$ cat src/hdl/lcas_pkg.sv
// ---------------------------------------------------------------------------
// lcas_pkg
// Shared types and constants for the load-cell averaging and stability core
// ---------------------------------------------------------------------------
package lcas_pkg;

    localparam int AVG_DEPTH  = 8;
    localparam int HIST_DEPTH = 16;

    localparam int AVG_IW  = (AVG_DEPTH > 1) ? $clog2(AVG_DEPTH) : 1;
    localparam int AVG_FW  = $clog2(AVG_DEPTH + 1);
    localparam int HIST_IW = $clog2(HIST_DEPTH);
    localparam int HIST_FW = $clog2(HIST_DEPTH + 1);

    localparam int GRAM_W = 32;
    localparam int SUM_W  = GRAM_W + 1 + AVG_IW;
    localparam int DIV_W  = SUM_W + 5;
    localparam int DIV_CW = $clog2(DIV_W);
    localparam int PROD_W = 57;

    localparam int RAW_W    = 24;
    localparam int TENTHS_W = 21;
    localparam int CFG_IW   = 2;
    localparam int CFG_DW   = 32;

    localparam int TENTHS_MAX = 1000000;
    localparam int HIST_MIN   = 5;
    localparam int CNT_MIN    = 3;
    localparam int ROUND_SH   = 16;

    localparam logic [CFG_IW-1:0] REG_TARE   = 2'd0;
    localparam logic [CFG_IW-1:0] REG_CAL    = 2'd1;
    localparam logic [CFG_IW-1:0] REG_BAND   = 2'd2;
    localparam logic [CFG_IW-1:0] REG_WINDOW = 2'd3;

    localparam logic KIND_SAMPLE = 1'b0;
    localparam logic KIND_TARE   = 1'b1;

    typedef struct packed {
        logic                    kind;
        logic signed [RAW_W-1:0] raw_count;
        logic [31:0]             time_ms;
    } sample_t;

    typedef struct packed {
        logic signed [TENTHS_W-1:0] grams_tenths;
        logic                       is_stable;
        logic signed [RAW_W-1:0]    raw_echo;
        logic signed [RAW_W-1:0]    tare_now;
    } result_t;

    typedef enum logic [3:0] {
        ST_IDLE,
        ST_MUL,
        ST_ROUND,
        ST_SUM_RD,
        ST_SUM_ACC,
        ST_DIV_SETUP,
        ST_DIV,
        ST_DIV_END,
        ST_HIST_WR,
        ST_HIST_RD,
        ST_HIST_ACC,
        ST_EVAL,
        ST_DONE
    } state_t;

endpackage

$ cat src/hdl/lcas_if.sv
// ---------------------------------------------------------------------------
// lcas channel interfaces
// Valid/ready channels for sample items and result items
// ---------------------------------------------------------------------------
interface lcas_in_if;
    logic             valid;
    logic             ready;
    lcas_pkg::sample_t data;
    modport source (output valid, output data, input ready);
    modport sink   (input valid, input data, output ready);
endinterface

interface lcas_out_if;
    logic             valid;
    logic             ready;
    lcas_pkg::result_t data;
    modport source (output valid, output data, input ready);
    modport sink   (input valid, input data, output ready);
endinterface

$ cat src/hdl/load_cell_average_stability_core.sv
// ---------------------------------------------------------------------------
// load_cell_average_stability_core
// Tare, scale, moving average in tenths of a gram and window stability flag
// ---------------------------------------------------------------------------
// channel    | dir | payload
// sample_ch  | in  | kind, raw_count, time_ms
// result_ch  | out | grams_tenths, is_stable, raw_echo, tare_now
// cfg_*      | in  | write enable, register index, write data
//
// a tare item goes straight to the done state; a sample passes through
// the multiply and rounding, one bit-serial divider used twice and
// read-then-accumulate walks of both rings;
// below five history entries the history walk and its check are skipped
// result sits in an output register; the next item is taken while it waits
// rst_n clears control state and loads the register reset values
// ---------------------------------------------------------------------------
module load_cell_average_stability_core (
    input  logic                          clk,
    input  logic                          rst_n,
    lcas_in_if.sink                       sample_ch,
    lcas_out_if.source                    result_ch,
    input  logic                          cfg_we,
    input  logic [lcas_pkg::CFG_IW-1:0]   cfg_index,
    input  logic [lcas_pkg::CFG_DW-1:0]   cfg_wdata
);
    import lcas_pkg::*;

    state_t state_reg, state_next;

    logic signed [RAW_W-1:0]  tare_reg, last_raw_reg;
    logic signed [31:0]       cal_reg;
    logic [15:0]              band_reg, window_reg;

    logic signed [RAW_W-1:0]  raw_reg;
    logic [31:0]              time_reg;
    logic signed [PROD_W-1:0] prod_reg;

    logic [AVG_IW-1:0]        avg_next_reg, avg_idx_reg;
    logic [AVG_FW-1:0]        avg_fill_reg;
    logic [HIST_IW-1:0]       hist_next_reg, hist_idx_reg;
    logic [HIST_FW-1:0]       hist_fill_reg;

    logic signed [GRAM_W-1:0] avg_ring [AVG_DEPTH];
    logic signed [GRAM_W-1:0] hist_grams [HIST_DEPTH];
    logic [31:0]              hist_time [HIST_DEPTH];
    logic signed [GRAM_W-1:0] ring_rd_reg, hg_rd_reg;
    logic [31:0]              ht_rd_reg;

    logic signed [SUM_W-1:0]  sum_reg;
    logic                     neg_reg, div_sel_reg;
    logic [DIV_W-1:0]         quo_reg;
    logic [AVG_FW-1:0]        rem_reg;
    logic [DIV_CW-1:0]        div_cnt_reg;
    logic signed [GRAM_W-1:0] avg_reg, mn_reg, mx_reg;
    logic [HIST_FW-1:0]       cnt_reg;
    logic signed [TENTHS_W-1:0] tenths_reg;
    logic                     stable_reg;
    logic signed [RAW_W-1:0]  echo_reg;

    result_t                  out_reg;
    logic                     out_valid_reg;

    logic                     in_acc, avg_we, hist_we, out_load;
    logic                     avg_last, hist_last, hist_ready, div_go_on;
    logic signed [GRAM_W-1:0] g_val;
    logic [HIST_FW-1:0]       hist_fill_inc;
    logic [31:0]              cutoff;

    // rounding of the scaled reading to grams q.8 with saturation
    logic [PROD_W-1:0]        pmag;
    logic [PROD_W:0]          psum;
    logic [PROD_W-ROUND_SH:0] pq;
    logic [SUM_W-1:0]         smag;
    logic [DIV_W-1:0]         mag10;
    logic [AVG_FW:0]          rem_sh;

    always_comb
    begin
        pmag = prod_reg[PROD_W-1] ? PROD_W'(-prod_reg) : PROD_W'(prod_reg);
        psum = {1'b0, pmag} + (PROD_W+1)'(1 << (ROUND_SH - 1));
        pq   = psum[PROD_W:ROUND_SH];
        if (!prod_reg[PROD_W-1])
            g_val = (pq > (PROD_W-ROUND_SH+1)'(32'h7FFF_FFFF)) ? 32'sh7FFF_FFFF
                                                               : GRAM_W'(pq);
        else
            g_val = (pq > (PROD_W-ROUND_SH+1)'(33'h8000_0000)) ? 32'sh8000_0000
                                                               : GRAM_W'(-pq);
        smag   = sum_reg[SUM_W-1] ? SUM_W'(-sum_reg) : SUM_W'(sum_reg);
        mag10  = (DIV_W'(smag) << 3) + (DIV_W'(smag) << 1)
               + (DIV_W'(avg_fill_reg) << 7);
        rem_sh = {rem_reg, quo_reg[DIV_W-1]};
        cutoff = time_reg - 32'(window_reg);
        hist_fill_inc = (hist_fill_reg == HIST_FW'(HIST_DEPTH)) ? hist_fill_reg
                                                                : hist_fill_reg + 1'b1;
    end

    // next state
    always_comb
    begin
        state_next = state_reg;
        case (state_reg)
            ST_IDLE:      if (in_acc)
                              state_next = (sample_ch.data.kind == KIND_TARE) ? ST_DONE
                                                                               : ST_MUL;
            ST_MUL:       state_next = ST_ROUND;
            ST_ROUND:     state_next = ST_SUM_RD;
            ST_SUM_RD:    state_next = ST_SUM_ACC;
            ST_SUM_ACC:   state_next = avg_last ? ST_DIV_SETUP : ST_SUM_RD;
            ST_DIV_SETUP: state_next = ST_DIV;
            ST_DIV:       state_next = div_go_on ? ST_DIV : ST_DIV_END;
            ST_DIV_END:   state_next = div_sel_reg ? ST_HIST_WR : ST_DIV_SETUP;
            ST_HIST_WR:   state_next = hist_ready ? ST_HIST_RD : ST_DONE;
            ST_HIST_RD:   state_next = ST_HIST_ACC;
            ST_HIST_ACC:  state_next = hist_last ? ST_EVAL : ST_HIST_RD;
            ST_EVAL:      state_next = ST_DONE;
            ST_DONE:      if (out_load)
                              state_next = ST_IDLE;
            default:      state_next = ST_IDLE;
        endcase
    end

    // control outputs
    always_comb
    begin
        sample_ch.ready  = (state_reg == ST_IDLE);
        in_acc           = sample_ch.valid && (state_reg == ST_IDLE);
        avg_we           = (state_reg == ST_ROUND);
        hist_we          = (state_reg == ST_HIST_WR);
        out_load         = (state_reg == ST_DONE) && (!out_valid_reg || result_ch.ready);
        avg_last         = (AVG_FW'(avg_idx_reg) + 1'b1) == avg_fill_reg;
        hist_last        = (HIST_FW'(hist_idx_reg) + 1'b1) == hist_fill_reg;
        hist_ready       = hist_fill_inc >= HIST_FW'(HIST_MIN);
        div_go_on        = (div_cnt_reg != '0);
        result_ch.valid  = out_valid_reg;
        result_ch.data   = out_reg;
    end

    always_ff @(posedge clk)
    begin
        if (avg_we)
            avg_ring[avg_next_reg] <= g_val;
        ring_rd_reg <= avg_ring[avg_idx_reg];
    end

    always_ff @(posedge clk)
    begin
        if (hist_we)
        begin
            hist_grams[hist_next_reg] <= avg_reg;
            hist_time[hist_next_reg]  <= time_reg;
        end
        hg_rd_reg <= hist_grams[hist_idx_reg];
        ht_rd_reg <= hist_time[hist_idx_reg];
    end

    always_ff @(posedge clk or negedge rst_n)
    begin
        if (!rst_n)
        begin
            state_reg     <= ST_IDLE;
            tare_reg      <= '0;
            cal_reg       <= 32'sd16777216;
            band_reg      <= 16'd512;
            window_reg    <= 16'd1000;
            last_raw_reg  <= '0;
            avg_next_reg  <= '0;
            avg_fill_reg  <= '0;
            hist_next_reg <= '0;
            hist_fill_reg <= '0;
            out_valid_reg <= 1'b0;
        end
        else
        begin
            state_reg <= state_next;
            if (cfg_we)
            begin
                case (cfg_index)
                    REG_TARE:   tare_reg   <= RAW_W'(cfg_wdata);
                    REG_CAL:    cal_reg    <= cfg_wdata;
                    REG_BAND:   band_reg   <= cfg_wdata[15:0];
                    REG_WINDOW: window_reg <= cfg_wdata[15:0];
                    default:    ;
                endcase
            end
            if (in_acc)
            begin
                if (sample_ch.data.kind == KIND_TARE)
                begin
                    if (last_raw_reg != '0)
                    begin
                        tare_reg      <= last_raw_reg;
                        avg_next_reg  <= '0;
                        avg_fill_reg  <= '0;
                        hist_next_reg <= '0;
                        hist_fill_reg <= '0;
                    end
                end
                else
                    last_raw_reg <= sample_ch.data.raw_count;
            end
            if (avg_we)
            begin
                avg_next_reg <= (avg_next_reg == AVG_IW'(AVG_DEPTH - 1)) ? '0
                                                                          : avg_next_reg + 1'b1;
                if (avg_fill_reg != AVG_FW'(AVG_DEPTH))
                    avg_fill_reg <= avg_fill_reg + 1'b1;
            end
            if (hist_we)
            begin
                hist_next_reg <= (hist_next_reg == HIST_IW'(HIST_DEPTH - 1)) ? '0
                                                                              : hist_next_reg + 1'b1;
                hist_fill_reg <= hist_fill_inc;
            end
            if (out_load)
                out_valid_reg <= 1'b1;
            else if (result_ch.ready)
                out_valid_reg <= 1'b0;
        end
    end

    // datapath
    always_ff @(posedge clk)
    begin
        case (state_reg)
            ST_IDLE:
            begin
                raw_reg    <= sample_ch.data.raw_count;
                time_reg   <= sample_ch.data.time_ms;
                tenths_reg <= '0;
                stable_reg <= 1'b0;
                echo_reg   <= (sample_ch.data.kind == KIND_TARE) ? last_raw_reg
                                                                  : sample_ch.data.raw_count;
            end
            ST_MUL:
                prod_reg <= PROD_W'((RAW_W+1)'(raw_reg) - (RAW_W+1)'(tare_reg)) * PROD_W'(cal_reg);
            ST_ROUND:
            begin
                avg_idx_reg <= '0;
                sum_reg     <= '0;
                div_sel_reg <= 1'b0;
            end
            ST_SUM_ACC:
            begin
                sum_reg     <= sum_reg + SUM_W'(ring_rd_reg);
                avg_idx_reg <= avg_idx_reg + 1'b1;
            end
            ST_DIV_SETUP:
            begin
                neg_reg     <= sum_reg[SUM_W-1];
                rem_reg     <= '0;
                div_cnt_reg <= DIV_CW'(DIV_W - 1);
                quo_reg     <= div_sel_reg ? (mag10 >> 8)
                                           : DIV_W'(smag) + DIV_W'(avg_fill_reg >> 1);
            end
            ST_DIV:
            begin
                div_cnt_reg <= div_cnt_reg - 1'b1;
                if (rem_sh >= {1'b0, avg_fill_reg})
                begin
                    rem_reg <= AVG_FW'(rem_sh - {1'b0, avg_fill_reg});
                    quo_reg <= {quo_reg[DIV_W-2:0], 1'b1};
                end
                else
                begin
                    rem_reg <= rem_sh[AVG_FW-1:0];
                    quo_reg <= {quo_reg[DIV_W-2:0], 1'b0};
                end
            end
            ST_DIV_END:
            begin
                div_sel_reg <= 1'b1;
                if (!div_sel_reg)
                    avg_reg <= neg_reg ? GRAM_W'(-quo_reg) : GRAM_W'(quo_reg);
                else if (quo_reg > DIV_W'(TENTHS_MAX))
                    tenths_reg <= neg_reg ? -TENTHS_W'(TENTHS_MAX) : TENTHS_W'(TENTHS_MAX);
                else
                    tenths_reg <= neg_reg ? TENTHS_W'(-quo_reg) : TENTHS_W'(quo_reg);
            end
            ST_HIST_WR:
            begin
                hist_idx_reg <= '0;
                cnt_reg      <= '0;
                mn_reg       <= '0;
                mx_reg       <= '0;
            end
            ST_HIST_ACC:
            begin
                hist_idx_reg <= hist_idx_reg + 1'b1;
                if (ht_rd_reg >= cutoff)
                begin
                    cnt_reg <= cnt_reg + 1'b1;
                    if (cnt_reg == '0 || hg_rd_reg < mn_reg)
                        mn_reg <= hg_rd_reg;
                    if (cnt_reg == '0 || hg_rd_reg > mx_reg)
                        mx_reg <= hg_rd_reg;
                end
            end
            ST_EVAL:
                stable_reg <= (cnt_reg >= HIST_FW'(CNT_MIN))
                           && (33'(mx_reg - 33'(mn_reg)) < 33'(band_reg));
            ST_DONE:
            begin
                if (out_load)
                begin
                    out_reg.grams_tenths <= tenths_reg;
                    out_reg.is_stable    <= stable_reg;
                    out_reg.raw_echo     <= echo_reg;
                    out_reg.tare_now     <= tare_reg;
                end
            end
            default: ;
        endcase
    end

    a_sample_starts: assert property (@(posedge clk) disable iff (!rst_n)
        in_acc && sample_ch.data.kind == KIND_SAMPLE |=> state_reg == ST_MUL)
        else $error("sample item did not start the multiply");

    a_avg_fill: assert property (@(posedge clk) disable iff (!rst_n)
        avg_fill_reg <= AVG_FW'(AVG_DEPTH))
        else $error("average fill count overflow");

    a_hist_fill: assert property (@(posedge clk) disable iff (!rst_n)
        hist_fill_reg <= HIST_FW'(HIST_DEPTH))
        else $error("history fill count overflow");

    a_out_from_done: assert property (@(posedge clk) disable iff (!rst_n)
        $rose(out_valid_reg) |-> $past(state_reg) == ST_DONE)
        else $error("result raised outside the done state");

endmodule
$ cat src/flat_wrapper.sv
// flat-port wrapper written by rule: the top's interface ports become plain ports
module load_cell_average_stability_core_flat import lcas_pkg::*;
  (clk, rst_n, cfg_we, cfg_index, cfg_wdata, sample_ch_valid, sample_ch_data, sample_ch_ready, result_ch_valid, result_ch_data, result_ch_ready);
  lcas_in_if sample_ch_i ();
  lcas_out_if result_ch_i ();
  input  logic clk;
  input  logic rst_n;
  input  logic cfg_we;
  input  logic [lcas_pkg::CFG_IW-1:0] cfg_index;
  input  logic [lcas_pkg::CFG_DW-1:0] cfg_wdata;
  input wire logic [$bits(sample_ch_i.valid)-1:0] sample_ch_valid;
  input wire logic [$bits(sample_ch_i.data)-1:0] sample_ch_data;
  output wire logic [$bits(sample_ch_i.ready)-1:0] sample_ch_ready;
  output wire logic [$bits(result_ch_i.valid)-1:0] result_ch_valid;
  output wire logic [$bits(result_ch_i.data)-1:0] result_ch_data;
  input wire logic [$bits(result_ch_i.ready)-1:0] result_ch_ready;
  assign sample_ch_i.valid = sample_ch_valid;
  assign sample_ch_i.data = sample_ch_data;
  assign sample_ch_ready = sample_ch_i.ready;
  assign result_ch_valid = result_ch_i.valid;
  assign result_ch_data = result_ch_i.data;
  assign result_ch_i.ready = result_ch_ready;
  load_cell_average_stability_core u_core (.clk(clk), .rst_n(rst_n), .sample_ch(sample_ch_i), .result_ch(result_ch_i), .cfg_we(cfg_we), .cfg_index(cfg_index), .cfg_wdata(cfg_wdata));
endmodule
$ cat config.mk
export PLATFORM = sky130hd
export DESIGN_NAME = load_cell_average_stability_core_flat
export DESIGN_NICKNAME = d
export VERILOG_FILES = /design/src/hdl/lcas_pkg.sv /design/src/hdl/lcas_if.sv /design/src/hdl/load_cell_average_stability_core.sv /design/src/flat_wrapper.sv
export SDC_FILE = /design/constraint.sdc
export NUM_CORES = 2
export LEC_CHECK = 0
export ABC_AREA = 0
export CORE_MARGIN = 1.5
export CORE_UTILIZATION = 55
export CTS_CLUSTER_SIZE = 10
export DETAILED_ROUTE_END_ITERATION = 16
export DONT_BUFFER_PORTS = 1
export GPL_ROUTABILITY_DRIVEN = 0
export GPL_TIMING_DRIVEN = 0
export MAX_ROUTING_LAYER = met4
export PLACE_DENSITY = 0.7
export SKIP_CTS_REPAIR_TIMING = 1
export SLEW_MARGIN = 30
export SYNTH_ARGS = -nofsm -noshare
export SYNTH_HDL_FRONTEND = slang
export SYNTH_SLANG_ARGS = --single-unit
$ cat constraint.sdc
create_clock -name clk -period 26.3 [get_ports clk]
set_input_delay 2.63 -clock clk [delete_from_list [all_inputs] [get_ports clk]]
set_output_delay 2.63 -clock clk [all_outputs]
set_load 0.02 [all_outputs]
After elaboration in Yosys (flattened, before gate mapping)
Memories as Yosys holds them, arrays and structs flattened. A register that Yosys moved wholly into a read port is not among the register bits.
Cells that the tools add are included.
{"block": "totals", "register_bits": 559, "mem_bits_rw": 1280, "inputBits": 96, "elab_cells": 206, "out_inout_bits": 72, "memories": 3}
{"name": "u_core.hist_grams", "words": 16, "word_bits": 32, "rd": 1, "rd_clocked_by_memory_dff": 1, "wr": 1, "line_no": "load_cell_average_stability_core.sv:44", "source": "logic signed [GRAM_W-1:0] hist_grams [HIST_DEPTH];"}
{"name": "u_core.hist_time", "words": 16, "word_bits": 32, "rd": 1, "rd_clocked_by_memory_dff": 1, "wr": 1, "line_no": "load_cell_average_stability_core.sv:45", "source": "logic [31:0] hist_time [HIST_DEPTH];"}
{"name": "u_core.avg_ring", "words": 8, "word_bits": 32, "rd": 1, "rd_clocked_by_memory_dff": 1, "wr": 1, "line_no": "load_cell_average_stability_core.sv:43", "source": "logic signed [GRAM_W-1:0] avg_ring [AVG_DEPTH];"}
{"block": "classes", "n_bitwise": 1, "n_mul": 1, "addsub": 23, "reduce_logical": 37, "eq_ne": 27, "muxes": 71, "magnitude_cmp": 10}
{"cell": "2-to-1 mux 32 bit", "count": 8}
{"cell": "2-to-1 mux 24 bit", "count": 6}
{"cell": "case mux 32 bit (2 select lines)", "count": 2}
{"cell": "2-to-1 mux 21 bit", "count": 4}
{"cell": "case mux 41 bit (2 select lines)", "count": 1}
{"cell": "case mux 36 bit (2 select lines)", "count": 1}
{"cell": "negator 32 bit", "count": 2}
{"cell": "2-to-1 mux 4 bit", "count": 15}
{"cell": "adder 57 x 16 -> 58 bit (second input constant)", "count": 1}
{"cell": "multiplier 25 x 32 -> 57 bit", "count": 1}
{"cell": "2-to-1 mux 57 bit", "count": 1}
{"cell": "negator 57 bit", "count": 1}
{"cell": "case mux 4 bit (13 select lines)", "count": 1}
{"cell": "greater-than comparator 42 x 31 -> 1 bit (second input constant)", "count": 1}
{"cell": "greater-than comparator 42 x 32 -> 1 bit (second input constant)", "count": 1}
{"cell": "case mux 21 bit (2 select lines)", "count": 1}
{"cell": "adder 41 x 11 -> 41 bit", "count": 1}
{"cell": "greater-than comparator 41 x 20 -> 1 bit (second input constant)", "count": 1}
{"cell": "2-to-1 mux 41 bit", "count": 1}
{"cell": "adder 39 x 37 -> 40 bit", "count": 1}
{"cell": "adder 36 x 3 -> 37 bit", "count": 1}
{"cell": "adder 36 x 32 -> 36 bit", "count": 1}
{"cell": "2-to-1 mux 36 bit", "count": 1}
{"cell": "negator 36 bit", "count": 1}
{"cell": "other kinds (50)", "count": 115}

Logic depth before layout (Yosys ltp)
{"block": "logic_depth", "ltp_word": 6, "ltp_mapped": 42}

Worst setup path after synthesis
Ideal clock, no wire load.
{"block": "synth_timing", "kind": "register to register", "from": "register u_core.tare_reg[0]", "to": "register u_core.prod_reg[55] (data pin)", "setup_ns": 0.274, "path_buffers": 1, "t_required_ns": 26.026, "arrival_ns": 9.697, "setup_slack_ns": 16.329, "stages_incl_launch_ff": 38, "cell_sequence": "dfrtp_1 > ha_1 > fa_1 > nor2b_1 > o21ai_0 > a21boi_0 > o2111ai_1 > a21boi_0 > o221a_2 > o41ai_1 > o21ai_0 > o211a_1 > o21a_1 > o21ai_0 > a31oi_1 > clkbuf_1 > nor2_1 > fa_1 > (+2 left out) > fa_1 > fa_1 > fa_1 > inv_1 > fa_1 > inv_1 > ha_1 > and4_1 > and3_1 > a41oi_1 > nor3_1 > nand4_1 > a21oi_1 > nand4_1 > a31oi_1 > a221oi_1 > o41ai_1 > xor2_1"}
{"block": "synth_between", "elab_chain_cells": 2}
{"element": "from (decl)", "line_no": "load_cell_average_stability_core.sv:30", "source": "logic signed [RAW_W-1:0] tare_reg, last_raw_reg;"}
{"element": "from (signal assigned)", "line_no": "load_cell_average_stability_core.sv:178", "source": "REG_TARE: tare_reg <= RAW_W'(cfg_wdata);"}
{"element": "from (signal assigned)", "line_no": "load_cell_average_stability_core.sv:191", "source": "tare_reg <= last_raw_reg;"}
{"element": "subtractor 24 x 24 -> 25 bit", "line_no": "load_cell_average_stability_core.sv:235", "source": "prod_reg <= PROD_W'((RAW_W+1)'(raw_reg) - (RAW_W+1)'(tare_reg)) * PROD_W'(cal_reg);"}
{"element": "multiplier 25 x 32 -> 57 bit", "line_no": "load_cell_average_stability_core.sv:235"}
{"element": "to (signal assigned)", "line_no": "load_cell_average_stability_core.sv:235"}
{"element": "to (decl)", "line_no": "load_cell_average_stability_core.sv:36", "source": "logic signed [PROD_W-1:0] prod_reg;"}
No other way between the ends.
A chain may end at the register's enable or synchronous reset.

Worst setup path in the final report
{"block": "layout_timing", "from": "register u_core.tare_reg[0]", "to": "register u_core.prod_reg[56] (data pin)"}
The elaborated chain is that of the path after synthesis.

==> results.json <==
{
  "synth.most_common_cell": "edfxtp_1",
  "finalNetCount": 10400,
  "routed_wl_mm": 303,
  "grt_pass1_wl_mm": 460,
  "max-cap-violations": 0,
  "clk_latency_ns": 0.90,
  "drt_iter0_drc": 7636,
  "grt_max_degree": 134,
  "cp-end-kind": "flop",
  "setup.worst_path.start": "u_core.tare_reg[0]",
  "initial_utilization_pct": 55.5,
  "synth_cell_types": 118,
  "reg_top3": "u_core.hist_grams (512), u_core.hist_time (512), u_core.avg_ring (256)",
  "critPathKind": "reg2reg",
  "cp.required_ns": 26.84,
  "cts_tree": "yes",
  "grt_usage_pct": 29.9,
  "synth_top_area_share_pct": 44.5,
  "synthCells": 8745,
  "die-area_mm2": 0.212,
  "cts_buffer_depth": 3,
  "cpMaxStageDelayCell": "fa_1",
  "fill_cells": 15500,
  "routedWlPerCell_um": 25.1,
  "outcome": "completed",
  "clock-sinks": 1935,
  "synth_area_leader_cell": "edfxtp_1",
  "cts.clk_slew.worst_paths_ns": 0.06,
  "core-area_mm2": 0.207,
  "ys_seq_area_share_pct": 49.1,
  "rsz0062_at_grt": "no",
  "ys_ff_latch": 1935,
  "r2r-end": "u_core.prod_reg[56]",
  "hp-class": "reg2reg",
  "critPathMaxStageDelay_ns": 0.69,
  "antenna_found_initial": 20,
  "ys_top_cells_by_area": "edfxtp_1, fa_1, mux4_2",
  "dp_hpwl_mm": 220,
  "synth_top_cells_by_count": "edfxtp_1, inv_1, fa_1",
  "ff2ff_path_depth": 39,
  "dr_total_vias": 73000,
  "rows": 167,
  "worstPathArrival_ns": 13.91,
  "portBuffers": 0,
  "cts_made_buffers": 217,
  "endpoint": "u_core.prod_reg[56]",
  "r2r_setup_slack_ns": 12.92,
  "syn_avg_cell_area_um2": 13.2,
  "netlist_area_mm2": 0.115,
  "crit_top_cell": "fa_1",
  "grt.overflow.total": 0,
  "syn-num-nets": 10100,
  "fin_crit_ns": 13.38,
  "remaining_drc_errors": 0,
  "vias_per_cell": 6.06,
  "relSlewSlack_pct": 30.3,
  "finalMaxSlewViolations": 0,
  "htreeDepth": 4,
  "ios": 168,
  "max_freq_mhz": 74.8,
  "r2r-start": "u_core.tare_reg[0]",
  "skew_ns": 0.109,
  "synthToLayoutAreaGrowth_pct": 10.5,
  "drive_above_1_share_pct": 12.0,
  "period_share_pct": 50.9,
  "setup_violations": 0,
  "ant_nets": 0,
  "synthFlopType": "edfxtp_1",
  "chipHeight_um": 460,
  "final_hold_viol_count": 0,
  "tightest_slew_ns": 1.04,
  "firstDrtPassIters": 6,
  "synth_enable_flop_cells": 1706,
  "yosys_warnings": 0,
  "async_flop_share_pct": 6.87,
  "tns_ns": 0,
  "die_w_um": 460,
  "multi_input_area_mm2": 0.0533,
  "root_buffer": "clkbuf_16",
  "seq_area_mm2": 0.0565,
  "cp_max_fo": 10,
  "cp-start-kind": "flop",
  "grt_pass1_vias": 75000
}
final cells by class:
| class | instances | area share [%] |
|---|---|---|
| Antenna cell | 14 | 0.0276 |
| Buffer | 376 | 1.22 |
| Clock buffer | 365 | 4.79 |
| Clock inverter | 24 | 0.363 |
| Inverter | 1089 | 3.22 |
| Multi-Input combinational cell | 5345 | 41.9 |
| Sequential cell | 1935 | 44.4 |
| Tap cell | 2788 | 2.74 |
| Timing Repair Buffer | 109 | 1.27 |
cell usage in the layout (no fill, tap or decap), types with 233 or more instances in the layout:
| master | instances |
|---|---|
| edfxtp_1 | 1706 |
| inv_1 | 1084 |
| fa_1 | 825 |
| nand2_1 | 755 |
| clkbuf_1 | 438 |
| ha_1 | 435 |
| mux4_2 | 384 |
| nor2_1 | 367 |
| a21oi_1 | 291 |
| xnor2_1 | 233 |
how the worst min path moves through the flow:
stage,from,to,slack (ns),cells past startpoint
2_1_floorplan,u_core.echo_reg[0],u_core.result_ch.data[24],0.40,0
3_3_place_gp,u_core.echo_reg[1],u_core.result_ch.data[25],0.40,0
3_5_place_dp,u_core.echo_reg[5],u_core.result_ch.data[29],0.40,0
4_1_cts,u_core.tare_reg[14],u_core.result_ch.data[14],0.37,0
5_1_grt,u_core.echo_reg[13],u_core.result_ch.data[37],0.38,0
6_report,u_core.echo_reg[13],u_core.result_ch.data[37],0.38,0
worst max-delay path: cells and delay by family, from the launching register on:
kind,cells,cell delay (ns)
AO/OA/AOI/OAI,19,5.31
XOR/XNOR,1,0.45
adder cells (fa/ha/maj),10,4.93
buffers and inverters,3,0.71
flip-flops,1,0.40
AND/OR/NAND/NOR,6,1.17
through the flow:
step           instances  instance area, µm²  worst slack (ns)  utilization (%)  hold WS, ns
5_1_grt            12000              127000             12.21             61.3        0.376
2_1_floorplan       8745              115000             16.33                -        0.400
4_1_cts            12000              127000             13.11             61.2        0.371
3_3_place_gp       11500              119000              7.30             57.1        0.404
3_5_place_dp       11600              120000             13.25             58.1        0.405
6_report           12000              127000             12.92             61.3        0.382
kinds of logic after synthesis:
family / share of synthesized area, %
AND/OR/NAND/NOR: 9.20
flip-flops: 49.1
buffers and inverters: 4.85
adder cells (fa/ha/maj): 19.1
AO/OA/AOI/OAI: 5.69
multiplexers: 9.15
XOR/XNOR: 2.92
layer usage:
layer,global-route usage (%),up-vias,wire length (µm)
met5,-,-,0
met4,12.1,0,13900
met3,5.14,670,24800
met2,47.3,3431,146000
met1,38.6,37400,119000
li1,-,31500,-
Power is left out: the tool's default activity adds up to more than one toggle a clock period on the data nets, which glitch-free logic cannot reach.
